File: src/design/premultiplied_argb_to_png_row_packer_core_defines.svh
// assertion macros shared by the packer modules
`ifndef PREMULTIPLIED_ARGB_TO_PNG_ROW_PACKER_CORE_DEFINES_SVH
`define PREMULTIPLIED_ARGB_TO_PNG_ROW_PACKER_CORE_DEFINES_SVH

// condition that must hold at every clock edge out of reset
`define PRPK_ASSERT_ALWAYS(lbl, expr) \
  lbl: assert property (@(posedge clk) disable iff (!rst_n) (expr)) \
    else $error("prpk check failed: expression false");

// consequence that must hold in the cycle after the trigger
`define PRPK_ASSERT_NEXT(lbl, ante, cons) \
  lbl: assert property (@(posedge clk) disable iff (!rst_n) (ante) |=> (cons)) \
    else $error("prpk check failed: next-cycle consequence false");

`endif

File: src/design/prpk_pkg.sv
package prpk_pkg;

  // configuration register indexes
  localparam logic [1:0] CFG_COLOR_TYPE   = 2'd0;
  localparam logic [1:0] CFG_SAMPLE_DEPTH = 2'd1;
  localparam logic [1:0] CFG_BACKGROUND   = 2'd2;

  localparam logic [2:0]  COLOR_TYPE_RESET = 3'd6;
  localparam logic [4:0]  DEPTH_RESET      = 5'd8;
  localparam logic [4:0]  DEPTH_1          = 5'd1;
  localparam logic [4:0]  DEPTH_2          = 5'd2;
  localparam logic [4:0]  DEPTH_4          = 5'd4;
  localparam logic [4:0]  DEPTH_16         = 5'd16;

  // luminance weights and the divide by 5000 done as reciprocal multiply
  localparam logic [11:0] LUMA_R     = 12'd1063;
  localparam logic [11:0] LUMA_G     = 12'd3576;
  localparam logic [11:0] LUMA_B     = 12'd361;
  localparam logic [11:0] LUMA_BIAS  = 12'd2500;
  localparam logic [12:0] LUMA_DIV   = 13'd5000;
  localparam logic [19:0] LUMA_RECIP = 20'd858993;  // floor(2^32 / 5000)

  typedef struct packed {
    logic [2:0]  colour_mode;
    logic [4:0]  sample_depth;
    logic [23:0] background_rgb;
  } cfg_t;

  // one classified pixel handed from the front to the back
  typedef struct packed {
    logic        pack;        // sub-byte gray packing
    logic [3:0]  sample_top;  // luminance bits 15:12
    logic [2:0]  pack_depth;  // 1, 2 or 4
    logic        end_of_row;
    logic [3:0]  byte_cnt;    // byte formats only
    logic [63:0] bytes;       // byte 0 in bits 7:0, sent first
  } cmd_t;

endpackage

File: src/design/prpk_front.sv
module prpk_front (
  input  logic             clk,
  input  logic             rst_n,
  input  logic             in_valid,
  output logic             in_ready,
  input  logic [31:0]      in_pixel_word,
  input  logic             in_end_of_row,
  input  prpk_pkg::cfg_t   cfg,
  output logic             push,
  output prpk_pkg::cmd_t   push_cmd,
  input  logic             q_full
);

  typedef enum logic [2:0] {
    S_IDLE, S_DIV, S_SUM, S_SCL, S_MUL, S_FIX, S_PUSH
  } state_t;

  state_t            state_r;
  logic [1:0]        step_r;
  logic [7:0]        alpha_r;
  logic              transp_r;
  logic              eor_r;
  logic              colour_r;
  logic              alpha_en_r;
  logic              wide_r;
  logic              pack_r;
  logic [2:0]        pdepth_r;
  logic [2:0][7:0]   chan_r;
  logic [2:0][7:0]   rem_r;
  logic [2:0][7:0]   lo_r;
  logic [2:0][7:0]   quo_r;
  logic [2:0][7:0]   rgb_r;
  logic [20:0]       sum_r;
  logic [28:0]       x_r;
  logic [48:0]       prod_r;
  logic [15:0]       y_r;

  logic [2:0][7:0]   rem_nxt;
  logic [2:0][7:0]   lo_nxt;
  logic [2:0][7:0]   quo_nxt;
  logic [2:0][8:0]   t1;
  logic [2:0][8:0]   d1;
  logic [2:0][8:0]   t2;
  logic [2:0][8:0]   d2;
  logic [2:0]        ge1;
  logic [2:0]        ge2;
  logic [2:0][7:0]   fin;
  logic [20:0]       sum_nxt;
  logic [16:0]       q0;
  logic [28:0]       qm;
  logic [28:0]       rem_lum;
  logic [16:0]       y_nxt;
  logic [7:0]        acc_a;
  logic [23:0]       acc_src;
  logic [2:0][7:0]   acc_chan;
  logic [2:0][15:0]  acc_num;
  logic [7:0][7:0]   bl;
  logic [3:0]        bcnt;
  logic [2:0]        abase;

  assign in_ready = (state_r == S_IDLE);
  assign push     = (state_r == S_PUSH) && !q_full;

  // accept-time split of the pixel and the restoring divide seed
  always_comb begin
    acc_a   = in_pixel_word[31:24];
    acc_src = (acc_a == 8'd0) ? cfg.background_rgb : in_pixel_word[23:0];
    for (int l = 0; l < 3; l++) begin
      acc_chan[l] = acc_src[23 - 8*l -: 8];
      acc_num[l]  = {acc_chan[l], 8'h00} - {8'h00, acc_chan[l]} + {9'd0, acc_a[7:1]};
    end
  end

  // two quotient bits per cycle in each lane
  always_comb begin
    for (int l = 0; l < 3; l++) begin
      t1[l]      = {rem_r[l], lo_r[l][7]};
      ge1[l]     = (t1[l] >= {1'b0, alpha_r});
      d1[l]      = ge1[l] ? (t1[l] - {1'b0, alpha_r}) : t1[l];
      t2[l]      = {d1[l][7:0], lo_r[l][6]};
      ge2[l]     = (t2[l] >= {1'b0, alpha_r});
      d2[l]      = ge2[l] ? (t2[l] - {1'b0, alpha_r}) : t2[l];
      rem_nxt[l] = d2[l][7:0];
      quo_nxt[l] = {quo_r[l][5:0], ge1[l], ge2[l]};
      lo_nxt[l]  = {lo_r[l][5:0], 2'b00};
      fin[l]     = transp_r ? chan_r[l] :
                   ((chan_r[l] >= alpha_r) ? 8'hff : quo_r[l]);
    end
  end

  always_comb begin
    sum_nxt = 21'(fin[0]) * 21'(prpk_pkg::LUMA_R)
            + 21'(fin[1]) * 21'(prpk_pkg::LUMA_G)
            + 21'(fin[2]) * 21'(prpk_pkg::LUMA_B);
    q0      = prod_r[48:32];
    qm      = 29'(q0) * 29'(prpk_pkg::LUMA_DIV);
    rem_lum = x_r - qm;
    y_nxt   = (rem_lum >= 29'(prpk_pkg::LUMA_DIV)) ? (q0 + 17'd1) : q0;
  end

  // byte list for the byte-wide formats
  always_comb begin
    bl    = '0;
    bcnt  = 4'd0;
    abase = 3'd0;
    unique case ({colour_r, wide_r})
      2'b11: begin
        bl[0] = rgb_r[0]; bl[1] = rgb_r[0];
        bl[2] = rgb_r[1]; bl[3] = rgb_r[1];
        bl[4] = rgb_r[2]; bl[5] = rgb_r[2];
        bcnt  = 4'd6;
      end
      2'b10: begin
        bl[0] = rgb_r[0]; bl[1] = rgb_r[1]; bl[2] = rgb_r[2];
        bcnt  = 4'd3;
      end
      2'b01: begin
        bl[0] = y_r[15:8]; bl[1] = y_r[7:0];
        bcnt  = 4'd2;
      end
      default: begin
        bl[0] = y_r[15:8];
        bcnt  = 4'd1;
      end
    endcase
    abase = bcnt[2:0];
    if (alpha_en_r) begin
      bl[abase] = alpha_r;
      if (wide_r) begin
        bl[abase + 3'd1] = alpha_r;
        bcnt = bcnt + 4'd2;
      end else begin
        bcnt = bcnt + 4'd1;
      end
    end
  end

  always_comb begin
    push_cmd.pack       = pack_r;
    push_cmd.sample_top = y_r[15:12];
    push_cmd.pack_depth = pdepth_r;
    push_cmd.end_of_row = eor_r;
    push_cmd.byte_cnt   = bcnt;
    push_cmd.bytes      = bl;
  end

  always_ff @(posedge clk) begin
    if (!rst_n) begin
      state_r <= S_IDLE;
      step_r  <= 2'd0;
    end else begin
      unique case (state_r)
        S_IDLE: begin
          if (in_valid) begin
            state_r    <= S_DIV;
            step_r     <= 2'd0;
            alpha_r    <= acc_a;
            transp_r   <= (acc_a == 8'd0);
            eor_r      <= in_end_of_row;
            colour_r   <= cfg.colour_mode[1];
            alpha_en_r <= cfg.colour_mode[2];
            wide_r     <= (cfg.sample_depth == prpk_pkg::DEPTH_16);
            pack_r     <= !cfg.colour_mode[1] && !cfg.colour_mode[2] &&
                          ((cfg.sample_depth == prpk_pkg::DEPTH_1) ||
                           (cfg.sample_depth == prpk_pkg::DEPTH_2) ||
                           (cfg.sample_depth == prpk_pkg::DEPTH_4));
            pdepth_r   <= cfg.sample_depth[2:0];
            for (int l = 0; l < 3; l++) begin
              chan_r[l] <= acc_chan[l];
              rem_r[l]  <= acc_num[l][15:8];
              lo_r[l]   <= acc_num[l][7:0];
              quo_r[l]  <= 8'd0;
            end
          end
        end
        S_DIV: begin
          rem_r  <= rem_nxt;
          lo_r   <= lo_nxt;
          quo_r  <= quo_nxt;
          step_r <= step_r + 2'd1;
          if (step_r == 2'd3) begin
            state_r <= S_SUM;
          end
        end
        S_SUM: begin
          rgb_r   <= fin;
          sum_r   <= sum_nxt;
          state_r <= S_SCL;
        end
        S_SCL: begin
          x_r     <= {sum_r, 8'h00} + 29'(sum_r) + 29'(prpk_pkg::LUMA_BIAS);
          state_r <= S_MUL;
        end
        S_MUL: begin
          prod_r  <= 49'(x_r) * 49'(prpk_pkg::LUMA_RECIP);
          state_r <= S_FIX;
        end
        S_FIX: begin
          y_r     <= y_nxt[15:0];
          state_r <= S_PUSH;
        end
        S_PUSH: begin
          if (!q_full) begin
            state_r <= S_IDLE;
          end
        end
        default: begin
          state_r <= S_IDLE;
        end
      endcase
    end
  end

endmodule

File: src/design/prpk_fifo.sv
`include "premultiplied_argb_to_png_row_packer_core_defines.svh"

module prpk_fifo #(
  parameter int DEPTH = 4
) (
  input  logic             clk,
  input  logic             rst_n,
  input  logic             push,
  input  prpk_pkg::cmd_t   push_data,
  output logic             full,
  input  logic             pop,
  output logic             pop_valid,
  output prpk_pkg::cmd_t   pop_data
);

  localparam int AW = $clog2(DEPTH);
  localparam int CW = $clog2(DEPTH + 1);

  prpk_pkg::cmd_t  mem [DEPTH];
  logic [AW-1:0]   wr_ptr_r;
  logic [AW-1:0]   rd_ptr_r;
  logic [CW-1:0]   count_r;

  assign full      = (count_r == CW'(DEPTH));
  assign pop_valid = (count_r != '0);
  assign pop_data  = mem[rd_ptr_r];

  always_ff @(posedge clk) begin
    if (push) begin
      mem[wr_ptr_r] <= push_data;
    end
  end

  always_ff @(posedge clk) begin
    if (!rst_n) begin
      wr_ptr_r <= '0;
      rd_ptr_r <= '0;
      count_r  <= '0;
    end else begin
      if (push) begin
        wr_ptr_r <= (wr_ptr_r == AW'(DEPTH - 1)) ? '0 : wr_ptr_r + AW'(1);
      end
      if (pop) begin
        rd_ptr_r <= (rd_ptr_r == AW'(DEPTH - 1)) ? '0 : rd_ptr_r + AW'(1);
      end
      if (push && !pop) begin
        count_r <= count_r + CW'(1);
      end else if (pop && !push) begin
        count_r <= count_r - CW'(1);
      end
    end
  end

  `PRPK_ASSERT_ALWAYS(a_no_push_full, !(push && full))
  `PRPK_ASSERT_ALWAYS(a_no_pop_empty, !(pop && !pop_valid))
  `PRPK_ASSERT_NEXT(a_pop_drains, pop && !push, count_r == $past(count_r) - CW'(1))

endmodule

File: src/design/prpk_back.sv
`include "premultiplied_argb_to_png_row_packer_core_defines.svh"

module prpk_back (
  input  logic             clk,
  input  logic             rst_n,
  input  logic             q_valid,
  input  prpk_pkg::cmd_t   q_cmd,
  output logic             q_pop,
  output logic             out_valid,
  input  logic             out_ready,
  output logic [7:0]       out_byte,
  output logic             out_last_of_pixel
);

  logic [63:0] bytes_r;
  logic [3:0]  cnt_r;
  logic        out_valid_r;
  logic [7:0]  out_byte_r;
  logic        out_last_r;
  logic [2:0]  off_r;
  logic [7:0]  part_r;

  logic        emit_now;
  logic        load_ok;
  logic [2:0]  d;
  logic [3:0]  sum4;
  logic        flush;
  logic [2:0]  offb;
  logic [7:0]  base;
  logic [7:0]  smp8;
  logic [2:0]  shamt;
  logic [7:0]  merged;
  logic [3:0]  offb2;
  logic        emit2;
  logic [63:0] load_bytes;
  logic [3:0]  load_cnt;
  logic [2:0]  off_nxt;
  logic [7:0]  part_nxt;

  assign out_valid         = out_valid_r;
  assign out_byte          = out_byte_r;
  assign out_last_of_pixel = out_last_r;

  assign emit_now = (cnt_r != 4'd0) && (!out_valid_r || out_ready);
  assign load_ok  = (cnt_r == 4'd0) || ((cnt_r == 4'd1) && emit_now);
  assign q_pop    = q_valid && load_ok;

  // sub-byte packing of one gray sample, or the byte list of a byte format
  always_comb begin
    d      = q_cmd.pack_depth;
    sum4   = {1'b0, off_r} + {1'b0, d};
    flush  = (sum4 > 4'd8);
    offb   = flush ? 3'd0 : off_r;
    base   = flush ? 8'd0 : part_r;
    smp8   = {4'd0, q_cmd.sample_top} >> (3'd4 - d);
    shamt  = 3'(4'd8 - {1'b0, d} - {1'b0, offb});
    merged = base | (smp8 << shamt);
    offb2  = {1'b0, offb} + {1'b0, d};
    emit2  = (offb2 >= 4'd8) || (q_cmd.end_of_row && (offb2 != 4'd0));

    if (q_cmd.pack) begin
      if (flush) begin
        load_bytes = {48'd0, merged, part_r};
        load_cnt   = emit2 ? 4'd2 : 4'd1;
      end else begin
        load_bytes = {56'd0, merged};
        load_cnt   = emit2 ? 4'd1 : 4'd0;
      end
      off_nxt  = emit2 ? 3'd0 : offb2[2:0];
      part_nxt = emit2 ? 8'd0 : merged;
    end else begin
      load_bytes = q_cmd.bytes;
      load_cnt   = q_cmd.byte_cnt;
      off_nxt    = 3'd0;
      part_nxt   = 8'd0;
    end
  end

  always_ff @(posedge clk) begin
    if (!rst_n) begin
      cnt_r       <= 4'd0;
      out_valid_r <= 1'b0;
      off_r       <= 3'd0;
      part_r      <= 8'd0;
    end else begin
      if (emit_now) begin
        out_valid_r <= 1'b1;
        out_byte_r  <= bytes_r[7:0];
        out_last_r  <= (cnt_r == 4'd1);
      end else if (out_ready) begin
        out_valid_r <= 1'b0;
      end

      if (q_pop) begin
        bytes_r <= load_bytes;
        cnt_r   <= load_cnt;
        off_r   <= off_nxt;
        part_r  <= part_nxt;
      end else if (emit_now) begin
        bytes_r <= {8'd0, bytes_r[63:8]};
        cnt_r   <= cnt_r - 4'd1;
      end
    end
  end

  `PRPK_ASSERT_ALWAYS(a_part_low_clear, (part_r & (8'hff >> off_r)) == 8'd0)
  `PRPK_ASSERT_ALWAYS(a_cnt_range, cnt_r <= 4'd8)
  `PRPK_ASSERT_NEXT(a_last_tag, emit_now, out_valid_r && (out_last_r == ($past(cnt_r) == 4'd1)))

endmodule

File: src/design/premultiplied_argb_to_png_row_packer_core.sv
// premultiplied argb32 pixel to png scanline byte packer
//
// input channel: in_valid/in_ready carries one pixel request (in_pixel_word,
// alpha in 31:24, and in_end_of_row). output channel: out_valid/out_ready
// carries one scanline byte per request, out_last_of_pixel marks the final
// byte a pixel causes. packed gray pixels may cause no byte at all.
// configuration: cfg_we with cfg_index 0 colour type, 1 sample depth,
// 2 background rgb; write only while the block is idle.
//
// the front takes one pixel at a time, in steps: an accept step, the
// three-lane restoring divider (two quotient bits per cycle), the
// luminance steps (weighted sum, scale, reciprocal multiply, correction)
// and a queue push; it takes no new pixel until the push is done. the
// back sends one byte per cycle while the receiver is ready.
// a stalled receiver holds the output register; the queue then fills and
// the front waits in its push step before it takes the next pixel.
// reset (synchronous, active low) empties the queue, clears the packing
// state and restores rgba, 8 bit, black background.
module premultiplied_argb_to_png_row_packer_core #(
  parameter int QUEUE_DEPTH = 4
) (
  input  logic        clk,
  input  logic        rst_n,
  input  logic        in_valid,
  output logic        in_ready,
  input  logic [31:0] in_pixel_word,
  input  logic        in_end_of_row,
  output logic        out_valid,
  input  logic        out_ready,
  output logic [7:0]  out_byte,
  output logic        out_last_of_pixel,
  input  logic        cfg_we,
  input  logic [1:0]  cfg_index,
  input  logic [23:0] cfg_data
);

  // configuration registers
  prpk_pkg::cfg_t cfg_r;

  // front to queue
  logic           push;
  prpk_pkg::cmd_t push_cmd;
  logic           q_full;

  // queue to back
  logic           q_valid;
  prpk_pkg::cmd_t q_cmd;
  logic           q_pop;

  always_ff @(posedge clk) begin
    if (!rst_n) begin
      cfg_r.colour_mode    <= prpk_pkg::COLOR_TYPE_RESET;
      cfg_r.sample_depth   <= prpk_pkg::DEPTH_RESET;
      cfg_r.background_rgb <= 24'd0;
    end else if (cfg_we) begin
      unique case (cfg_index)
        prpk_pkg::CFG_COLOR_TYPE: begin
          cfg_r.colour_mode <= cfg_data[2:0];
        end
        prpk_pkg::CFG_SAMPLE_DEPTH: begin
          cfg_r.sample_depth <= cfg_data[4:0];
        end
        prpk_pkg::CFG_BACKGROUND: begin
          cfg_r.background_rgb <= cfg_data;
        end
        default: begin
          // unused index, write ignored
        end
      endcase
    end
  end

  // front: accept, unpremultiply, luminance, classify
  prpk_front u_front (
    .clk           (clk),
    .rst_n         (rst_n),
    .in_valid      (in_valid),
    .in_ready      (in_ready),
    .in_pixel_word (in_pixel_word),
    .in_end_of_row (in_end_of_row),
    .cfg           (cfg_r),
    .push          (push),
    .push_cmd      (push_cmd),
    .q_full        (q_full)
  );

  // short queue decoupling the two halves
  prpk_fifo #(
    .DEPTH (QUEUE_DEPTH)
  ) u_fifo (
    .clk       (clk),
    .rst_n     (rst_n),
    .push      (push),
    .push_data (push_cmd),
    .full      (q_full),
    .pop       (q_pop),
    .pop_valid (q_valid),
    .pop_data  (q_cmd)
  );

  // back: sub-byte packing and byte serialisation
  prpk_back u_back (
    .clk               (clk),
    .rst_n             (rst_n),
    .q_valid           (q_valid),
    .q_cmd             (q_cmd),
    .q_pop             (q_pop),
    .out_valid         (out_valid),
    .out_ready         (out_ready),
    .out_byte          (out_byte),
    .out_last_of_pixel (out_last_of_pixel)
  );

endmodule
File: config.mk
export PLATFORM = sky130hd
export DESIGN_NAME = premultiplied_argb_to_png_row_packer_core
export DESIGN_NICKNAME = d
export VERILOG_FILES = /design/src/design/prpk_pkg.sv /design/src/design/prpk_front.sv /design/src/design/prpk_fifo.sv /design/src/design/prpk_back.sv /design/src/design/premultiplied_argb_to_png_row_packer_core.sv
export VERILOG_INCLUDE_DIRS = /design/src /design/src/design
export SDC_FILE = /design/constraint.sdc
export NUM_CORES = 2
export LEC_CHECK = 0
export ABC_AREA = 1
export BUFFER_PORTS_ARGS = -buffer_cell sky130_fd_sc_hd__buf_2
export CORE_AREA = 2 2 295 297
export CTS_CLUSTER_SIZE = 24
export DETAILED_ROUTE_END_ITERATION = 8
export DIE_AREA = 0 0 297 299
export MAX_ROUTING_LAYER = met4
export PLACE_DENSITY = 0.86
export SYNTH_ARGS = -nofsm -noshare
export SYNTH_HDL_FRONTEND = slang
export SYNTH_SLANG_ARGS = --single-unit
File: constraint.sdc
create_clock -name clk -period 11.4 [get_ports clk]
set_clock_uncertainty 0.05 [all_clocks]
set_input_delay 2.28 -clock clk [delete_from_list [all_inputs] [get_ports clk]]
set_output_delay 2.28 -clock clk [all_outputs]
set_load 0.005 [all_outputs]
# Yosys cells after proc, flatten, opt, wreduce, memory -nomap -nowiden
# Memories as Yosys holds them, arrays and structs flattened. A register that Yosys moved wholly into a read port is not among the register bits.
# Cells that the tools add are included.
[totals]
register_bits = 385
latchBits = 0
ram_bits = 308
mem_bits_ro = 0
in_bits = 64
word_cells = 236
memories = 1
[memory_table]
columns = ["memory", "depth", "width", "read_ports", "rd_ports_with_merged_regs", "write_ports", "line", "rtl"]
rows = [
  ["u_fifo.mem", 4, 77, 1, 1, 1, "prpk_fifo.sv:19", "prpk_pkg::cmd_t mem [DEPTH];"],
]
[op_classes]
addsub = 32
n_mul = 5
div = 0
order_cmp = 16
eq_ne = 23
shifts = 2
mux = 67
bitwise = 1
n_reduce_logical = 47
[ops]
columns = ["operator", "n"]
rows = [
  ["2-to-1 mux 64 bit", 5],
  ["2-to-1 mux 8 bit", 18],
  ["case mux 24 bit (2 select lines)", 3],
  ["bitwise mux 64 bit", 2],
  ["2-to-1 mux 24 bit", 5],
  [">= comparator 9 x 8 -> 1 bit", 6],
  ["multiplier 29 x 20 -> 49 bit, second input constant", 1],
  ["adder 16 x 7 -> 16 bit", 3],
  ["demux 8 bit (select 3 bit)", 2],
  ["subtractor 16 x 8 -> 16 bit", 3],
  ["subtractor 8 bit", 6],
  ["multiplier 8 x 9 -> 17 bit, second input constant", 2],
  ["2-to-1 mux 16 bit", 2],
  ["adder 29 x 12 -> 29 bit, second input constant", 1],
  ["adder 29 x 21 -> 29 bit", 1],
  [">= comparator 29 x 13 -> 1 bit, second input constant", 1],
  ["subtractor 29 bit", 1],
  ["multiplier 17 x 10 -> 26 bit, second input constant", 1],
  [">= comparator 8 bit", 3],
  ["2-to-1 mux 3 bit", 8],
  ["2-to-1 mux 4 bit", 6],
  ["case mux 8 bit (3 select lines)", 1],
  ["adder 19 x 20 -> 21 bit", 1],
  ["adder 21 x 17 -> 21 bit", 1],
  ["50 further kinds", 110],
]

# Logic depth before layout (Yosys ltp)
[depth]
depth_word = 11
depth_mapped = 42

# By module
# Synthesis repeated with hierarchy kept, for this count alone.
[hier_totals]
cells_unflattened = 5721
hier_area_um2 = 53226.0
[by_module_without_submodules]
columns = ["module", "n_inst", "cells_each", "area_each_um2"]
rows = [
  ["prpk_front", 1, 4277, 35584.1],
  ["prpk_fifo", 1, 804, 11870.1],
  ["prpk_back", 1, 439, 4410.5],
  ["premultiplied_argb_to_png_row_packer_core", 1, 201, 1361.3],
]

# Least setup slack after synthesis
# Ideal clock, no wire load.
[synth_timing]
path_type = "reg-to-reg"
startpoint = "reg u_front.alpha_r[1]"
endpoint = "reg u_front.sum_r[17] (data pin)"
setup_time_ps = 264
arrival_ps = 7757
required_ps = 11086
setup_slack_ps = 3330
stages_incl_launch_ff = 36
n_path_buf = 0
cell_sequence = "edfxtp_1 inv_1 ha_1 a21oi_1 o21ai_0 nand2_1 nand3_1 inv_1 nand2_1 o21ai_0 fa_1 fa_1 inv_1 fa_1 inv_1 fa_1 inv_1 ha_1 nand2_1 o21ai_0 xor2_1 inv_1 fa_1 inv_1 fa_1 fa_1 inv_1 ha_1 nand2_1 nor2_1 nand3_1 o2111ai_1 nand3_1 nand2_1 a31oi_1 xor2_1"
[synth_via]
elab_chain_cells = 6
[synth_rtl]
columns = ["element", "line", "rtl"]
rows = [
  ["start, declared", "prpk_front.sv:20", "logic [7:0] alpha_r;"],
  ["start signal, assigned", "prpk_front.sv:157", "alpha_r <= acc_a;"],
  [">= comparator 8 bit", "prpk_front.sv:87", "((chan_r[l] >= alpha_r) ? 8'hff : quo_r[l]);"],
  ["2-to-1 mux 8 bit", "prpk_front.sv:87", ""],
  ["2-to-1 mux 8 bit", "prpk_front.sv:86", "fin[l] = transp_r ? chan_r[l] :"],
  ["multiplier 8 x 11 -> 19 bit or multiplier 8 x 9 -> 17 bit (tied branches)", "prpk_front.sv:92, prpk_front.sv:93", ""],
  ["adder 19 x 20 -> 21 bit", "prpk_front.sv:93", "+ 21'(fin[1]) * 21'(prpk_pkg::LUMA_G)"],
  ["adder 21 x 17 -> 21 bit (*)", "prpk_front.sv:94", "+ 21'(fin[2]) * 21'(prpk_pkg::LUMA_B);"],
  ["named net u_front.sum_nxt[17]", "prpk_front.sv:48", "logic [20:0] sum_nxt;"],
  ["end signal, assigned", "prpk_front.sv:187", "sum_r <= sum_nxt;"],
  ["end, declared", "prpk_front.sv:33", "logic [20:0] sum_r;"],
]
# Mark *: on every way through the listed nets, which the timed path passes. The rest lies on a longest branch.
# A chain may end at the register's enable or synchronous reset.

# Final worst setup path
# Ends and elaborated chain as after synthesis.

==> impl_results.md <==
* Status: finished clean
* Dominant synthesized flop cell: edfxtp_1
* Drt drc at 0
* Most numerous cell on the critical path: inv_1
* Sequential area share after synthesis at 36.6%
* Worst-Margin Slew at 1.30 ns
* Post-Syn Instances at 5643
* Drt initial violations at 4516
* First-pass GRT wire length at 215 mm
* #FFs+latches synth at 662
* Slew Viols, Final at 0
* Hold-fix buffers at CTS at 0
* Worst hold path depth at 0
* GRT Util Overall at 31.8%
* Hold path start: u_back.bytes_r[6]
* Fin Setup TNS at 0 ns
* Cts repair resizes at 0
* Worst-path clk slew at 0.06 ns
* Rows at 108
* Core ar. at 85900 sq um
* MaxCap Viol Count at 0
* RR Startpoint: u_front.alpha_r[1]
* Final Critical Period at 9.24 ns
* Max Fclk at 0.108 GHz
* DR pass1 iterations at 9
* Post-CTS Repair Setup Buffers at 0
* Nets at 6730
* Worst slew margin at 13.3%
* Worst setup EP type: register
* Flop-to-flop setup slack at 2.16 ns
* TritonCTS Buffers at 66
* Number of synthesized flops with an enable pin at 601
* WL final at 136 mm
* Vias in the first global route at 40402
* Reg2reg end: u_front.sum_r[17]
* Avg WL per Cell at 19.8 um
* WHS Endpoint: u_back.out_byte[6]
* Routed vias at 40519
* Final Hold Viols at 0
* CTS Sinks at 662
* Depth of the most critical reg-to-reg path at 35
* CP Data Arrival Time at 9.56 ns
* Antenna violations before repair at 3
* Post-DR vias/cell at 5.87
* Non-Filler Instances at 6901
* I/O pin count at 75
* Post-route antenna net violation count at 0
* CTS max path bufs at 3
* Mapped Nets at 6682
* Area grow syn2layout at 7.15%
* IO Port Bufs at 74
* Post-Syn Area at 52700 sq um
* Crit path kind: reg -> reg
* Grt ovf at 0
* RSZ-0062 raised after global routing: no
* Syn. warnings at 0
* CTS tree: built
* Die H at 299 um
* Asr flop ratio synth at 0%
* Tcrit/Tclk final at 81.1%
* Die Span X at 297 um
* Starting Density at 61.3%
* Die Area at 88800 sq um
* Syn Area/Cell at 9.33 sq um
* Required time worst endpoint at 11.72 ns
* Max incr delay on CP at 0.71 ns
* Cell variety after synth at 61
* Worst Path Max Fanout at 15
* Slowest stage cell, crit path: inv_1
* Largest net degree at the start of global routing at 102
* H-tree depth at 3
* RD Place Congestion at 1.00
* Share of post-route cells with drive strength above 1 at 5.13%
* Hpwl dp at 104 mm
* Setup violators final at 0
* Root Driver: clkbuf_16
* # placed instances at 6778
* Clk Latency, worst-skew pair at 0.64 ns
* Critical path launch point type: register
* HP Class: reg -> reg
-- routing by layer --
layer	wire [um]	vias up	global-route usage, %
met5	0	-	-
met4	4600	0	10.1
met3	14800	379	6.17
met2	61600	2026	48.7
met1	55400	19362	43.0
li1	-	18752	-
-- worst max path at each step --
| stage | from | end | slack [ns] |
|---|---|---|---|
| 2_1_floorplan | u_front.alpha_r[1] | u_front.sum_r[17] | 3.33 |
| 3_3_place_gp | u_front.alpha_r[1] | u_front.sum_r[17] | 2.52 |
| 3_5_place_dp | u_front.alpha_r[1] | u_front.sum_r[17] | 2.25 |
| 4_1_cts | u_front.alpha_r[1] | u_front.sum_r[17] | 2.23 |
| 5_1_grt | u_front.alpha_r[1] | u_front.sum_r[17] | 1.57 |
| 6_report | u_front.alpha_r[1] | u_front.sum_r[17] | 2.16 |
-- critical path, delay by kind of cell, from the launching register on --
family,cells,cell delay (ns)
AO/OA/AOI/OAI,7,1.20
XOR/XNOR,2,0.32
adder cells (fa/ha/maj),10,4.72
buffers and inverters,8,1.20
flip-flops,1,0.60
AND/OR/NAND/NOR,8,0.87
-- area by class of cell --
type,instances,area (sq um)
Antenna cell,1,2.50
Timing Repair Buffer,106,611
Multi-Input combinational cell,3751,28800
Clock buffer,74,1690
Clock inverter,48,430
Inverter,1104,4150
Sequential cell,662,19300
Tap cell,1155,1450
Fill cell,6534,29500
-- sequential cells by signal (all words and copies together) (netlist names), 16 cells and up, named ones only --
register	count
u_fifo.mem	308
u_front.rem_r	24
cfg_r	31
u_front.y_r	16
u_front.prod_r	17
u_front.x_r	29
u_back.bytes_r	64
u_front.chan_r	24
u_front.lo_nxt	18
u_front.rgb_r	24
u_front.sum_r	21
u_front.quo_nxt	18
-- cell families after synthesis --
kind of cell / share of synthesized area [%]
AO/OA/AOI/OAI: 10.4
XOR/XNOR: 2.89
adder cells (fa/ha/maj): 28.2
buffers and inverters: 8.89
flip-flops: 36.6
AND/OR/NAND/NOR: 13.0
-- Yosys cell counts, types with 60 or more instances --
master,count,area (sq um)
fa_1,353,7070
dfxtp_1,61,1220
nor2_1,423,1590
nand2_1,864,3240
clkbuf_1,95,357
o21ai_0,388,1940
a21oi_1,311,1560
inv_1,1092,4100
xor2_1,117,1020
edfxtp_1,601,18000
nand3_1,180,901
ha_1,622,7780
nand4_1,60,375
-- per-stage QoR --
stage	hold slack (ns)	instance area (sq um)	utilization (%)	worst slack, ns
floorplan	0.350	52700	-	3.33
global placement	0.353	54300	63.2	2.52
detailed placement	0.356	54300	63.2	2.25
CTS	0.368	56400	65.7	2.23
global route	0.382	56400	65.7	1.57
finish	0.370	56400	65.7	2.16
-- placed cells by master, fill, tap and decap left out, types with 74 or more instances in the layout --
master and n:
nand3_1 180, nor2_1 414, a21oi_1 310, buf_2 74, edfxtp_1 601, nand2_1 864, xor2_1 117, inv_1 1091
ha_1 622, o21ai_0 388, fa_1 353
Power is not shown: default switching activity piles up to over one toggle a cycle in this logic, so the estimate is an artifact.
